$ cat src/hdl/srsc_pkg.sv
`timescale 1ns / 1ps
package srsc_pkg;

  localparam int COORD_WIDTH  = 24;
  localparam int SIZE_W       = COORD_WIDTH - 1;
  localparam int TEX_W        = 24;
  localparam int UV_W         = 24;
  localparam int UV_FRAC_BITS = 20;
  localparam int TEXEL_FRAC   = 8;
  localparam int INV_FRAC     = 23;
  localparam int MIX_FRAC     = 24;
  localparam int ROUND_SHIFT  = TEXEL_FRAC + INV_FRAC - UV_FRAC_BITS;
  localparam int PROD_W       = TEX_W + 1 + TEX_W;
  localparam int UV_FULL_W    = PROD_W - ROUND_SHIFT;
  localparam int DEPTH_W      = 16;
  localparam int COLOR_W      = 32;
  localparam int BITS_PER_STAGE = 2;
  localparam int DIV_STAGES   = MIX_FRAC / BITS_PER_STAGE;
  localparam int SIDE_DELAY   = DIV_STAGES - 1;
  localparam int CFG_IDX_W    = 3;
  localparam int CFG_DATA_W   = COORD_WIDTH;
  localparam int LANES        = 4;

  localparam logic [CFG_IDX_W-1:0] CFG_CLIP_ENABLE = 3'd0;
  localparam logic [CFG_IDX_W-1:0] CFG_CLIP_LEFT   = 3'd1;
  localparam logic [CFG_IDX_W-1:0] CFG_CLIP_TOP    = 3'd2;
  localparam logic [CFG_IDX_W-1:0] CFG_CLIP_WIDTH  = 3'd3;
  localparam logic [CFG_IDX_W-1:0] CFG_CLIP_HEIGHT = 3'd4;
  localparam logic [CFG_IDX_W-1:0] CFG_DEPTH_VALUE = 3'd5;

  typedef enum logic [2:0] {
    FR_ZERO = 3'b001,
    FR_ONE  = 3'b010,
    FR_DIV  = 3'b100
  } frac_mode_t;

  typedef struct packed {
    logic signed [COORD_WIDTH-1:0] pos_x;
    logic signed [COORD_WIDTH-1:0] pos_y;
    logic [SIZE_W-1:0]             rect_w;
    logic [SIZE_W-1:0]             rect_h;
    logic [TEX_W-1:0]              src_x;
    logic [TEX_W-1:0]              src_y;
    logic [TEX_W-1:0]              src_w;
    logic [TEX_W-1:0]              src_h;
    logic [TEX_W-1:0]              inv_tex_width;
    logic [TEX_W-1:0]              inv_tex_height;
    logic [COLOR_W-1:0]            color_in;
  } in_item_t;

  typedef struct packed {
    logic signed [COORD_WIDTH-1:0] out_x0;
    logic signed [COORD_WIDTH-1:0] out_y0;
    logic signed [COORD_WIDTH-1:0] out_x1;
    logic signed [COORD_WIDTH-1:0] out_y1;
    logic [UV_W-1:0]               out_u0;
    logic [UV_W-1:0]               out_v0;
    logic [UV_W-1:0]               out_u1;
    logic [UV_W-1:0]               out_v1;
    logic [COLOR_W-1:0]            out_color;
    logic signed [DEPTH_W-1:0]     out_depth;
  } out_item_t;

  typedef struct packed {
    logic                          enable;
    logic signed [COORD_WIDTH-1:0] left;
    logic signed [COORD_WIDTH-1:0] top;
    logic [SIZE_W-1:0]             width;
    logic [SIZE_W-1:0]             height;
    logic signed [DEPTH_W-1:0]     depth;
  } cfg_t;

  typedef struct packed {
    logic [SIZE_W-1:0] num;
    logic [SIZE_W-1:0] den;
    frac_mode_t        mode;
  } div_in_t;

  typedef struct packed {
    logic signed [COORD_WIDTH-1:0] x0;
    logic signed [COORD_WIDTH-1:0] y0;
    logic signed [COORD_WIDTH-1:0] x1;
    logic signed [COORD_WIDTH-1:0] y1;
    logic [UV_FULL_W-1:0]          u0;
    logic [UV_FULL_W-1:0]          v0;
    logic [UV_FULL_W-1:0]          du;
    logic [UV_FULL_W-1:0]          dv;
    logic [COLOR_W-1:0]            color;
  } side_t;

endpackage

$ cat src/hdl/srsc_div.sv
`timescale 1ns / 1ps
module srsc_div import srsc_pkg::*; (
  input  logic              clk,
  input  logic              en,
  input  div_in_t           din,
  output logic [MIX_FRAC:0] frac
);

  localparam int REM_W = SIZE_W + 1;

  logic [REM_W-1:0]    rem_q  [0:DIV_STAGES-1];
  logic [MIX_FRAC-1:0] quo_q  [0:DIV_STAGES-1];
  logic [SIZE_W-1:0]   den_q  [0:DIV_STAGES-1];
  frac_mode_t          mode_q [0:DIV_STAGES-1];

  for (genvar s = 0; s < DIV_STAGES; s++) begin : g_stage
    logic [REM_W-1:0]    rem_in;
    logic [MIX_FRAC-1:0] quo_in;
    logic [SIZE_W-1:0]   den_in;
    frac_mode_t          mode_in;
    logic [REM_W-1:0]    rem_out;
    logic [MIX_FRAC-1:0] quo_out;

    if (s == 0) begin : g_first
      assign rem_in  = REM_W'(din.num);
      assign quo_in  = '0;
      assign den_in  = din.den;
      assign mode_in = din.mode;
    end else begin : g_next
      assign rem_in  = rem_q[s-1];
      assign quo_in  = quo_q[s-1];
      assign den_in  = den_q[s-1];
      assign mode_in = mode_q[s-1];
    end

    always_comb begin
      logic [REM_W-1:0] t;
      rem_out = rem_in;
      quo_out = quo_in;
      for (int b = 0; b < BITS_PER_STAGE; b++) begin
        t = {rem_out[REM_W-2:0], 1'b0};
        if (t >= REM_W'(den_in)) begin
          rem_out = t - REM_W'(den_in);
          quo_out = {quo_out[MIX_FRAC-2:0], 1'b1};
        end else begin
          rem_out = t;
          quo_out = {quo_out[MIX_FRAC-2:0], 1'b0};
        end
      end
    end

    always_ff @(posedge clk) begin
      if (en) begin
        rem_q[s]  <= rem_out;
        quo_q[s]  <= quo_out;
        den_q[s]  <= den_in;
        mode_q[s] <= mode_in;
      end
    end
  end

  always_comb begin
    case (mode_q[DIV_STAGES-1])
      FR_ONE:  frac = (MIX_FRAC+1)'(1) << MIX_FRAC;
      FR_DIV:  frac = {1'b0, quo_q[DIV_STAGES-1]};
      default: frac = '0;
    endcase
  end

endmodule

$ cat config.mk
export PLATFORM = sky130hd
export DESIGN_NAME = srsc_div
export DESIGN_NICKNAME = d
export VERILOG_FILES = /design/src/hdl/srsc_pkg.sv /design/src/hdl/srsc_div.sv
export SDC_FILE = /design/constraint.sdc
export NUM_CORES = 2
export LEC_CHECK = 0
export BUFFER_PORTS_ARGS = -buffer_cell sky130_fd_sc_hd__buf_2
export CORE_MARGIN = 3
export CORE_UTILIZATION = 25
export CTS_BUF_LIST = sky130_fd_sc_hd__clkbuf_16
export CTS_CLUSTER_SIZE = 12
export DETAILED_ROUTE_END_ITERATION = 12
export GPL_TIMING_DRIVEN = 0
export MAX_ROUTING_LAYER = met4
export SYNTH_ARGS = -nofsm -noshare
export SYNTH_HDL_FRONTEND = slang
export SYNTH_SLANG_ARGS = --single-unit
$ cat constraint.sdc
create_clock -name clk -period 6.2 [get_ports clk]
set_input_delay 0.31 -clock clk [delete_from_list [all_inputs] [get_ports clk]]
set_output_delay 0.31 -clock clk [all_outputs]
set_load 0.005 [all_outputs]
==> flow_metrics.env <==
export IMPL_status="completed"
export IMPL_finalCriticalPeriod_ns=6.03
export IMPL_overflow=0
export IMPL_critPathKind="register to register"
export IMPL_worstMarginPinSlew_ns=0.871
export IMPL_detail_route_antenna_nets=0
export IMPL_portBuffers=75
export IMPL_clkTransAtPathRegs_ns=0.06
export IMPL_drv_cap=0
export IMPL_yosysSeqAreaShare=0.402
export IMPL_slew_violations=0
export IMPL_cp_top_family="compound AO/OA/AOI/OAI gates"
export IMPL_grt_pass1_wl_mm=199
export IMPL_dieArea_mm2=0.214
export IMPL_post_drt_wl_per_cell_um=15.3
export IMPL_cts_inserted_buffers=82
export IMPL_async_flop_share=0
export IMPL_num_vias=38700
export IMPL_holdWs_ns=0.0649
export IMPL_gp_congestion=0.908
export IMPL_cts_tree="done"
export IMPL_synth_top_area_frac=0.402
export IMPL_worst_path_buf_inv=4
export IMPL_setup_violations=0
export IMPL_synthDistinctLibCells=91
export IMPL_wirelength_mm=126
export IMPL_die_h_um=463
export IMPL_cp_start_kind="register"
export IMPL_synthAdderAreaFrac=0.134
export IMPL_cp_slowest_stage_delay_ns=0.46
export IMPL_dp_hpwl_mm=97.6
export IMPL_placementRows=167
export IMPL_critPathSlowestCell="fa_1"
export IMPL_synth_top_area_cell="edfxtp_1"
export IMPL_synth_edf_count=698
export IMPL_drt_iter0_drc=2111
export IMPL_ioPinCount=76
export IMPL_grt_max_degree=133
export IMPL_synth_compound_area_frac=0.173
export IMPL_syn_inst=5088
export IMPL_vias_per_cell=4.72
export IMPL_grt_pass1_vias=38600
export IMPL_ys_ff_latch=698
export IMPL_fmax_mhz=166
export IMPL_synth_fp_nets=5690
export IMPL_crit_fanout=10
export IMPL_firstDrtPassIters=5
export IMPL_worstPathArrival_ns=6.46
export IMPL_synth_simple_area_share=0.111
export IMPL_finalCritPeriodShare=0.973
export IMPL_finalNetCount=5953
export IMPL_synth_top_family_by_area="compound AO/OA/AOI/OAI gates"
export IMPL_synthXorXnorAreaFrac=0.0718
export IMPL_htreeDepth=3
export IMPL_areaGrowthSynthToFinish_pct=16.2
export IMPL_relSlewSlack=0.412
export IMPL_grt_total_usage=0.115
export IMPL_fin_skew_ns=0.0241
export IMPL_start_util=0.252
export IMPL_worst_setup_path_end_kind="register"
export IMPL_critPathRequiredTime_ns=6.63
export IMPL_hold_viol_final=0
export IMPL_clockBufferDepth=3
export IMPL_fp_dieW_um=463
export IMPL_grt_antenna_before_repair=0
export IMPL_core_mm2=0.207
export IMPL_synth_mux_area_frac=0.0717
export IMPL_clock_latency_ns=0.68
export IMPL_netlist_area_mm2=0.0522
export IMPL_synth_ff_type="edfxtp_1"
export IMPL_cts_sinks=698
export IMPL_synth_area_leaders="edfxtp_1 (40%), ha_1 (13%), mux2_2 (6.7%)"
export IMPL_synth_avg_cell_area_um2=10.3
export IMPL_min_path_type="primary input to register"
export IMPL_drive_gt1_frac=0.147
export IMPL_drc=0
export IMPL_yosysWarningCount=0
export IMPL_cts_root_buf="clkbuf_16"
metrics by stage:
| stage | cell area, µm² | cells | worst slack, ns | util | setup TNS, ns |
|---|---|---|---|---|---|
| 2_1_floorplan | 52200 | 5088 | 0.348 | - | 0 |
| 3_3_place_gp | 56000 | 7951 | -5.97 | 0.270 | -4333.39 |
| 3_5_place_dp | 56200 | 7957 | -1.81 | 0.271 | -316.51 |
| 4_1_cts | 59900 | 8168 | 0.0000782 | 0.289 | 0 |
| 5_1_grt | 60600 | 8205 | -0.0635 | 0.292 | -2.03 |
| 6_report | 60600 | 8206 | 0.169 | 0.292 | 0 |
placed cells by master (no fill, tap or decap), types with 88 or more instances in the layout:
cell,n
edfxtp_1,698
ha_1,532
inv_1,430
a21oi_1,369
nor2_1,363
mux2_2,309
xnor2_1,297
nand2_1,294
o21ai_0,265
a21o_1,213
xor2_1,131
o21a_1,88
sequential cells by signal (all words and copies together), names as in the netlist:
signal	flops
rem_q	253
quo_q	156
mode_q	36
den_q	253
logic make-up (layout without fill, tap and decap cells):
| group | Yosys count | after routing |
|---|---|---|
| adder cells (fa/ha/maj) | 551 | 551 |
| AO/OA/AOI/OAI | 1381 | 1381 |
| AND/OR/NAND/NOR | 1207 | 1207 |
| multiplexers | 334 | 334 |
| flip-flops | 698 | 698 |
| XOR/XNOR | 428 | 428 |
| other | 0 | 1 |
| buffers and inverters | 489 | 818 |
cell type report:
class,instances,area (µm²)
multi-input combinational,3901,30000
clock buffer,82,2050
timing repair buffer,182,1390
clock inverter,68,612
inverter,415,1560
sequential,698,21000
tap,2788,3490
antenna,1,2.50
buffer,71,544
fill,21500,147000
layer usage:
layer | GRT usage | share of wire
met5 | - | 0
met4 | 0.0374 | 0.031
met3 | 0.0156 | 0.031
met2 | 0.201 | 0.50
met1 | 0.137 | 0.44
cell usage after synthesis (20+ instances only):
cell type / count
a211oi_1: 39
a21boi_0: 20
a21o_1: 213
a21oi_1: 380
a31o_2: 20
a31oi_1: 47
and2_1: 58
and3_1: 45
buf_2: 28
clkbuf_1: 35
edfxtp_1: 698
ha_1: 539
inv_1: 414
mux2_2: 309
nand2_1: 294
nand2b_1: 57
nand3_1: 80
nand4_1: 46
nor2_1: 363
nor2b_1: 78
nor3_1: 85
o21a_1: 88
o21ai_0: 283
o21bai_1: 58
o31ai_1: 34
or3_1: 24
xnor2_1: 297
xor2_1: 131
what timing repair did:
| item | in CTS | in global routing |
|---|---|---|
| setup endpoints to repair | 264 | 251 |
| resized for setup | 120 | 126 |
| cloned | 0 | 1 |
| buffers inserted | 36 | 38 |
| hold endpoints to repair | 26 | 0 |
| pin swaps | 20 | 41 |
| hold buffers | 26 | 0 |
worst paths after layout:
check | start | end | slack, ns | cells past startpoint
max | rem_q[1][0] | rem_q[2][8] | 0.17 | 25
max reg2reg | rem_q[1][0] | rem_q[2][8] | 0.17 | 25
min | din[3] | rem_q[0][0] | 0.06 | 2
min reg2reg | mode_q[1][10] | mode_q[2][1] | 0.41 | 0
Power is not shown: default switching activity piles up to over one toggle a cycle in this logic, so the estimate is an artifact.
