File: src/hdl/srsc_pkg.sv
`timescale 1ns / 1ps
package srsc_pkg;

  localparam int COORD_WIDTH  = 24;
  localparam int SIZE_W       = COORD_WIDTH - 1;
  localparam int TEX_W        = 24;
  localparam int UV_W         = 24;
  localparam int UV_FRAC_BITS = 20;
  localparam int TEXEL_FRAC   = 8;
  localparam int INV_FRAC     = 23;
  localparam int MIX_FRAC     = 24;
  localparam int ROUND_SHIFT  = TEXEL_FRAC + INV_FRAC - UV_FRAC_BITS;
  localparam int PROD_W       = TEX_W + 1 + TEX_W;
  localparam int UV_FULL_W    = PROD_W - ROUND_SHIFT;
  localparam int DEPTH_W      = 16;
  localparam int COLOR_W      = 32;
  localparam int BITS_PER_STAGE = 2;
  localparam int DIV_STAGES   = MIX_FRAC / BITS_PER_STAGE;
  localparam int SIDE_DELAY   = DIV_STAGES - 1;
  localparam int CFG_IDX_W    = 3;
  localparam int CFG_DATA_W   = COORD_WIDTH;
  localparam int LANES        = 4;

  localparam logic [CFG_IDX_W-1:0] CFG_CLIP_ENABLE = 3'd0;
  localparam logic [CFG_IDX_W-1:0] CFG_CLIP_LEFT   = 3'd1;
  localparam logic [CFG_IDX_W-1:0] CFG_CLIP_TOP    = 3'd2;
  localparam logic [CFG_IDX_W-1:0] CFG_CLIP_WIDTH  = 3'd3;
  localparam logic [CFG_IDX_W-1:0] CFG_CLIP_HEIGHT = 3'd4;
  localparam logic [CFG_IDX_W-1:0] CFG_DEPTH_VALUE = 3'd5;

  typedef enum logic [2:0] {
    FR_ZERO = 3'b001,
    FR_ONE  = 3'b010,
    FR_DIV  = 3'b100
  } frac_mode_t;

  typedef struct packed {
    logic signed [COORD_WIDTH-1:0] pos_x;
    logic signed [COORD_WIDTH-1:0] pos_y;
    logic [SIZE_W-1:0]             rect_w;
    logic [SIZE_W-1:0]             rect_h;
    logic [TEX_W-1:0]              src_x;
    logic [TEX_W-1:0]              src_y;
    logic [TEX_W-1:0]              src_w;
    logic [TEX_W-1:0]              src_h;
    logic [TEX_W-1:0]              inv_tex_width;
    logic [TEX_W-1:0]              inv_tex_height;
    logic [COLOR_W-1:0]            color_in;
  } in_item_t;

  typedef struct packed {
    logic signed [COORD_WIDTH-1:0] out_x0;
    logic signed [COORD_WIDTH-1:0] out_y0;
    logic signed [COORD_WIDTH-1:0] out_x1;
    logic signed [COORD_WIDTH-1:0] out_y1;
    logic [UV_W-1:0]               out_u0;
    logic [UV_W-1:0]               out_v0;
    logic [UV_W-1:0]               out_u1;
    logic [UV_W-1:0]               out_v1;
    logic [COLOR_W-1:0]            out_color;
    logic signed [DEPTH_W-1:0]     out_depth;
  } out_item_t;

  typedef struct packed {
    logic                          enable;
    logic signed [COORD_WIDTH-1:0] left;
    logic signed [COORD_WIDTH-1:0] top;
    logic [SIZE_W-1:0]             width;
    logic [SIZE_W-1:0]             height;
    logic signed [DEPTH_W-1:0]     depth;
  } cfg_t;

  typedef struct packed {
    logic [SIZE_W-1:0] num;
    logic [SIZE_W-1:0] den;
    frac_mode_t        mode;
  } div_in_t;

  typedef struct packed {
    logic signed [COORD_WIDTH-1:0] x0;
    logic signed [COORD_WIDTH-1:0] y0;
    logic signed [COORD_WIDTH-1:0] x1;
    logic signed [COORD_WIDTH-1:0] y1;
    logic [UV_FULL_W-1:0]          u0;
    logic [UV_FULL_W-1:0]          v0;
    logic [UV_FULL_W-1:0]          du;
    logic [UV_FULL_W-1:0]          dv;
    logic [COLOR_W-1:0]            color;
  } side_t;

endpackage

File: src/hdl/srsc_lerp.sv
`timescale 1ns / 1ps
module srsc_lerp import srsc_pkg::*; (
  input  logic                 clk,
  input  logic                 en,
  input  logic [UV_FULL_W-1:0] t0,
  input  logic [UV_FULL_W-1:0] d,
  input  logic [MIX_FRAC:0]    f,
  output logic [UV_W-1:0]      uv
);

  localparam int LO_W  = MIX_FRAC;
  localparam int HI_W  = UV_FULL_W - LO_W;
  localparam int PL_W  = LO_W + MIX_FRAC + 1;
  localparam int PH_W  = HI_W + MIX_FRAC + 1;
  localparam int SUM_W = UV_FULL_W + MIX_FRAC + 2;
  localparam logic [SUM_W-1:0] UV_MAX = SUM_W'({UV_W{1'b1}});

  logic [PL_W-1:0]      pl;
  logic [PH_W-1:0]      ph;
  logic [UV_FULL_W-1:0] t0_q;
  logic [SUM_W-1:0]     sum;

  assign sum = SUM_W'(t0_q) + SUM_W'(ph)
             + SUM_W'((pl + (PL_W'(1) << (MIX_FRAC - 1))) >> MIX_FRAC);

  always_ff @(posedge clk) begin
    if (en) begin
      pl   <= PL_W'(d[LO_W-1:0]) * PL_W'(f);
      ph   <= PH_W'(d[UV_FULL_W-1:LO_W]) * PH_W'(f);
      t0_q <= t0;
      uv   <= (sum > UV_MAX) ? UV_MAX[UV_W-1:0] : sum[UV_W-1:0];
    end
  end

endmodule

File: config.mk
export PLATFORM = sky130hd
export DESIGN_NAME = srsc_lerp
export DESIGN_NICKNAME = d
export VERILOG_FILES = /design/src/hdl/srsc_pkg.sv /design/src/hdl/srsc_lerp.sv
export SDC_FILE = /design/constraint.sdc
export NUM_CORES = 2
export LEC_CHECK = 0
export BUFFER_PORTS_ARGS = -buffer_cell sky130_fd_sc_hd__buf_4
export CAP_MARGIN = 20
export CORE_UTILIZATION = 29
export CTS_BUF_LIST = sky130_fd_sc_hd__clkbuf_2 sky130_fd_sc_hd__clkbuf_4 sky130_fd_sc_hd__clkbuf_8
export DETAILED_ROUTE_END_ITERATION = 6
export SETUP_SLACK_MARGIN = 0.5
export SYNTH_ARGS = -nofsm -noshare
export SYNTH_HDL_FRONTEND = slang
export SYNTH_SLANG_ARGS = --single-unit
File: constraint.sdc
create_clock -name clk -period 7.2 [get_ports clk]
set_input_delay 0.36 -clock clk [delete_from_list [all_inputs] [get_ports clk]]
set_output_delay 0.36 -clock clk [all_outputs]
set_load 0.005 [all_outputs]
==> flow_metrics.env <==
export IMPL_critPathKind="in -> reg"
export IMPL_grt_usage_pct=15.58
export IMPL_vias_per_cell=4.597
export IMPL_totalNegativeSetupSlack_ns=0
export IMPL_drive_gt1_share_pct=7.958
export IMPL_grt_pass1_vias=29300
export IMPL_clockRootBuffer="clkbuf_8"
export IMPL_grt_max_degree=69
export IMPL_die_x_um=360.6
export IMPL_synth_edf_count=127
export IMPL_cts_buffer_depth=2
export IMPL_htreeDepth=4
export IMPL_routabilityCongestion=0.8720
export IMPL_grt_pass1_wl_um=159300
export IMPL_coreArea_um2=127500
export IMPL_cts_num_sinks=127
export IMPL_portBuffers=126
export IMPL_fill_cells=13200
export IMPL_synth_top_flop_cell="edfxtp_1"
export IMPL_row_count=131
export IMPL_finalCriticalPeriod_ns=6.610
export IMPL_rsz0062_at_grt="yes"
export IMPL_synth_cell_area_um2=37300
export IMPL_antenna_found_initial=12
export IMPL_cts_buffers=17
export IMPL_synth_fp_nets=5276
export IMPL_timing_fmax_mhz=151.3
export IMPL_die_area_um2=130100
export IMPL_hpwl_um=82290
export IMPL_period_share_pct=91.81
export IMPL_first_pass_iters=5
export IMPL_ioPinCount=127
export IMPL_finClkSkew_ns=0.02505
export IMPL_cp_required_ns=7.46
export IMPL_cp_start_kind="input pin"
export IMPL_critPathMaxFanout=11
export IMPL_drc=0
export IMPL_vias=26720
export IMPL_ys_seq_area_share_pct=10.22
export IMPL_wl_per_cell_um=17.07
export IMPL_drv_slew=0
export IMPL_final_hold_violation_count=0
export IMPL_synth_area_per_cell_um2=9.221
export IMPL_drv_cap=0
export IMPL_synth_cell_types=67
export IMPL_ant_nets=0
export IMPL_tightestPinTransition_ns=0.7888
export IMPL_syn_to_final_growth_pct=11.14
export IMPL_synthCells=4045
export IMPL_clk_pin_slew_ns=0.09
export IMPL_final_nets=5366
export IMPL_wl_um=99250
export IMPL_arrival_ns=6.87
export IMPL_hold_class="in -> reg"
export IMPL_drt_iter0_drc=1389
export IMPL_synth_seq_cells=127
export IMPL_slew_headroom_pct=47.41
export IMPL_cts_tree="done"
export IMPL_yosys_warnings=0
export IMPL_start_util_pct=29.25
export IMPL_endpoint_kind="register"
export IMPL_outcome="complete, no violations"
export IMPL_overflow=0
export IMPL_clk_latency_ns=0.51
export IMPL_setup_viol=0
export IMPL_ys_async_sr_fraction_pct=0
export IMPL_die_h_um=360.6
flip-flops by register name (all words and copies together) (netlist names):
register and count:
t0_q 38, pl 26, ph 39, uv 24
area by class of cell:
type                    instances  area (µm²)  area share, %
repair buffers                273        2241          5.406
diodes                          4       10.01        0.02415
multi-input cells            2787       29390          70.89
well taps                    1662        2079          5.016
clock inverters                14       202.7         0.4890
inverters                     929        3487          8.412
flip-flops and latches        127        3814          9.200
clock buffers                  17       234.0         0.5644
logic make-up after synthesis:
logic type               after synthesis  synth area share [%]
buffers and inverters               1131                 11.42
adder cells (fa/ha/maj)             1128                 54.00
XOR/XNOR                             113                 2.653
flip-flops                           127                 10.22
AND/OR/NAND/NOR                     1250                 16.48
AO/OA/AOI/OAI                        294                 5.159
multiplexers                           2               0.05703
critical path, stage by stage:
cell and delay (ns):
buf_6 0.16, nand2_1 0.10, fa_1 0.54, inv_1 0.06
fa_1 0.54, inv_1 0.07, fa_1 0.55, inv_1 0.06
fa_1 0.49, inv_1 0.05, fa_1 0.54, inv_1 0.05
fa_1 0.47, inv_1 0.05, fa_1 0.48, inv_1 0.04
ha_1 0.26, nand4_1 0.15, or4_4 0.57, o32ai_4 0.17
buf_12 0.16, buf_4 0.10, nor3b_2 0.04, o21bai_1 0.23
a21o_1 0.17, a21o_1 0.19, a21oi_2 0.08, xnor2_1 0.12
what timing repair did:
action	CTS	global route
setup buffers	0	5
endpoints found under the hold margin	17	0
hold buffers	17	0
gates resized for setup	0	34
endpoints found under the setup margin	0	12
metrics by stage:
stage	area, µm²	cells	util, %	hold slack [ns]	worst slack, ns
2_1_floorplan	37480	4045	-	0.4589	0.5113
3_3_place_gp	40620	5756	31.85	0.5394	0.05281
3_5_place_dp	40620	5756	31.85	0.5396	-0.01815
4_1_cts	41220	5804	32.33	0.00003231	0.5439
5_1_grt	41450	5812	32.51	0.009485	0.4282
6_report	41450	5813	32.51	0.04313	0.5900
synth_stat cells (3+ instances only):
| cell type | count | area (µm²) |
|---|---|---|
| nand2_1 | 585 | 2196 |
| clkbuf_1 | 196 | 735.7 |
| a31oi_1 | 4 | 25.02 |
| and2_1 | 453 | 2834 |
| o32ai_1 | 3 | 26.28 |
| o21a_1 | 13 | 97.59 |
| o21ai_0 | 48 | 240.2 |
| a41oi_1 | 3 | 26.28 |
| a221oi_1 | 4 | 35.03 |
| o211ai_1 | 8 | 60.06 |
| nand3_1 | 23 | 115.1 |
| o2111ai_1 | 4 | 35.03 |
| o21ai_1 | 3 | 15.01 |
| o21ba_2 | 3 | 30.03 |
| xor2_1 | 42 | 367.9 |
| nand2b_1 | 16 | 100.1 |
| nor2b_1 | 11 | 68.82 |
| ha_1 | 325 | 4066 |
| o31ai_1 | 5 | 37.54 |
| fa_1 | 803 | 16080 |
| and3_1 | 13 | 81.33 |
| edfxtp_1 | 127 | 3814 |
| inv_1 | 929 | 3487 |
| a21oi_1 | 94 | 470.5 |
| xnor2_1 | 71 | 621.9 |
| a21boi_0 | 4 | 30.03 |
| buf_1 | 4 | 15.01 |
| nor3_1 | 13 | 65.06 |
| o21bai_1 | 16 | 120.1 |
| nor2_1 | 86 | 322.8 |
| and4_1 | 3 | 26.28 |
| nor4_1 | 4 | 25.02 |
| a211oi_1 | 18 | 135.1 |
| a21o_1 | 38 | 285.3 |
| nand4_1 | 20 | 125.1 |
| or3_1 | 6 | 37.54 |
final timing paths:
kind	from	slack, ns	end	cells past startpoint
setup / recovery	f[13]	0.59	pl[35]	28
hold / removal	t0[25]	0.04	t0_q[25]	1
setup reg to reg	pl[25]	0.89	uv[15]	21
hold reg to reg	ph[0]	1.08	uv[0]	3
per-layer routing:
layer  track usage [%]  vias up  wire [µm]
met4             4.072       12       2292
met1             19.86    13640      42710
met2             26.96      721      48150
li1                  -    12220          -
met5                 0        -         77
met3             2.823      128       6025
placed cells by master (no fill, tap or decap), types with 5 or more instances in the layout:
cell type / Yosys / layout
or3_1: 6 / 6
a21oi_1: 94 / 89
a211oi_1: 18 / 18
a21o_1: 38 / 38
nor3_1: 13 / 13
dlygate4sd3_1: 0 / 17
buf_6: 2 / 13
o21ai_0: 48 / 45
nor2b_1: 11 / 11
nor2_1: 86 / 85
and2_1: 453 / 452
o21a_1: 13 / 13
o211ai_1: 8 / 8
inv_1: 929 / 928
o21ai_1: 3 / 5
clkbuf_8: 0 / 17
nand4_1: 20 / 20
o21bai_1: 16 / 16
buf_4: 0 / 235
ha_1: 325 / 324
nand2_1: 585 / 585
nand2b_1: 16 / 16
edfxtp_1: 127 / 127
buf_12: 0 / 8
nand3_1: 23 / 23
xnor2_1: 71 / 71
xor2_1: 42 / 42
fa_1: 803 / 803
and3_1: 13 / 13
Power is left out: the tool's default activity adds up to more than one toggle a clock period on the data nets, which glitch-free logic cannot reach.
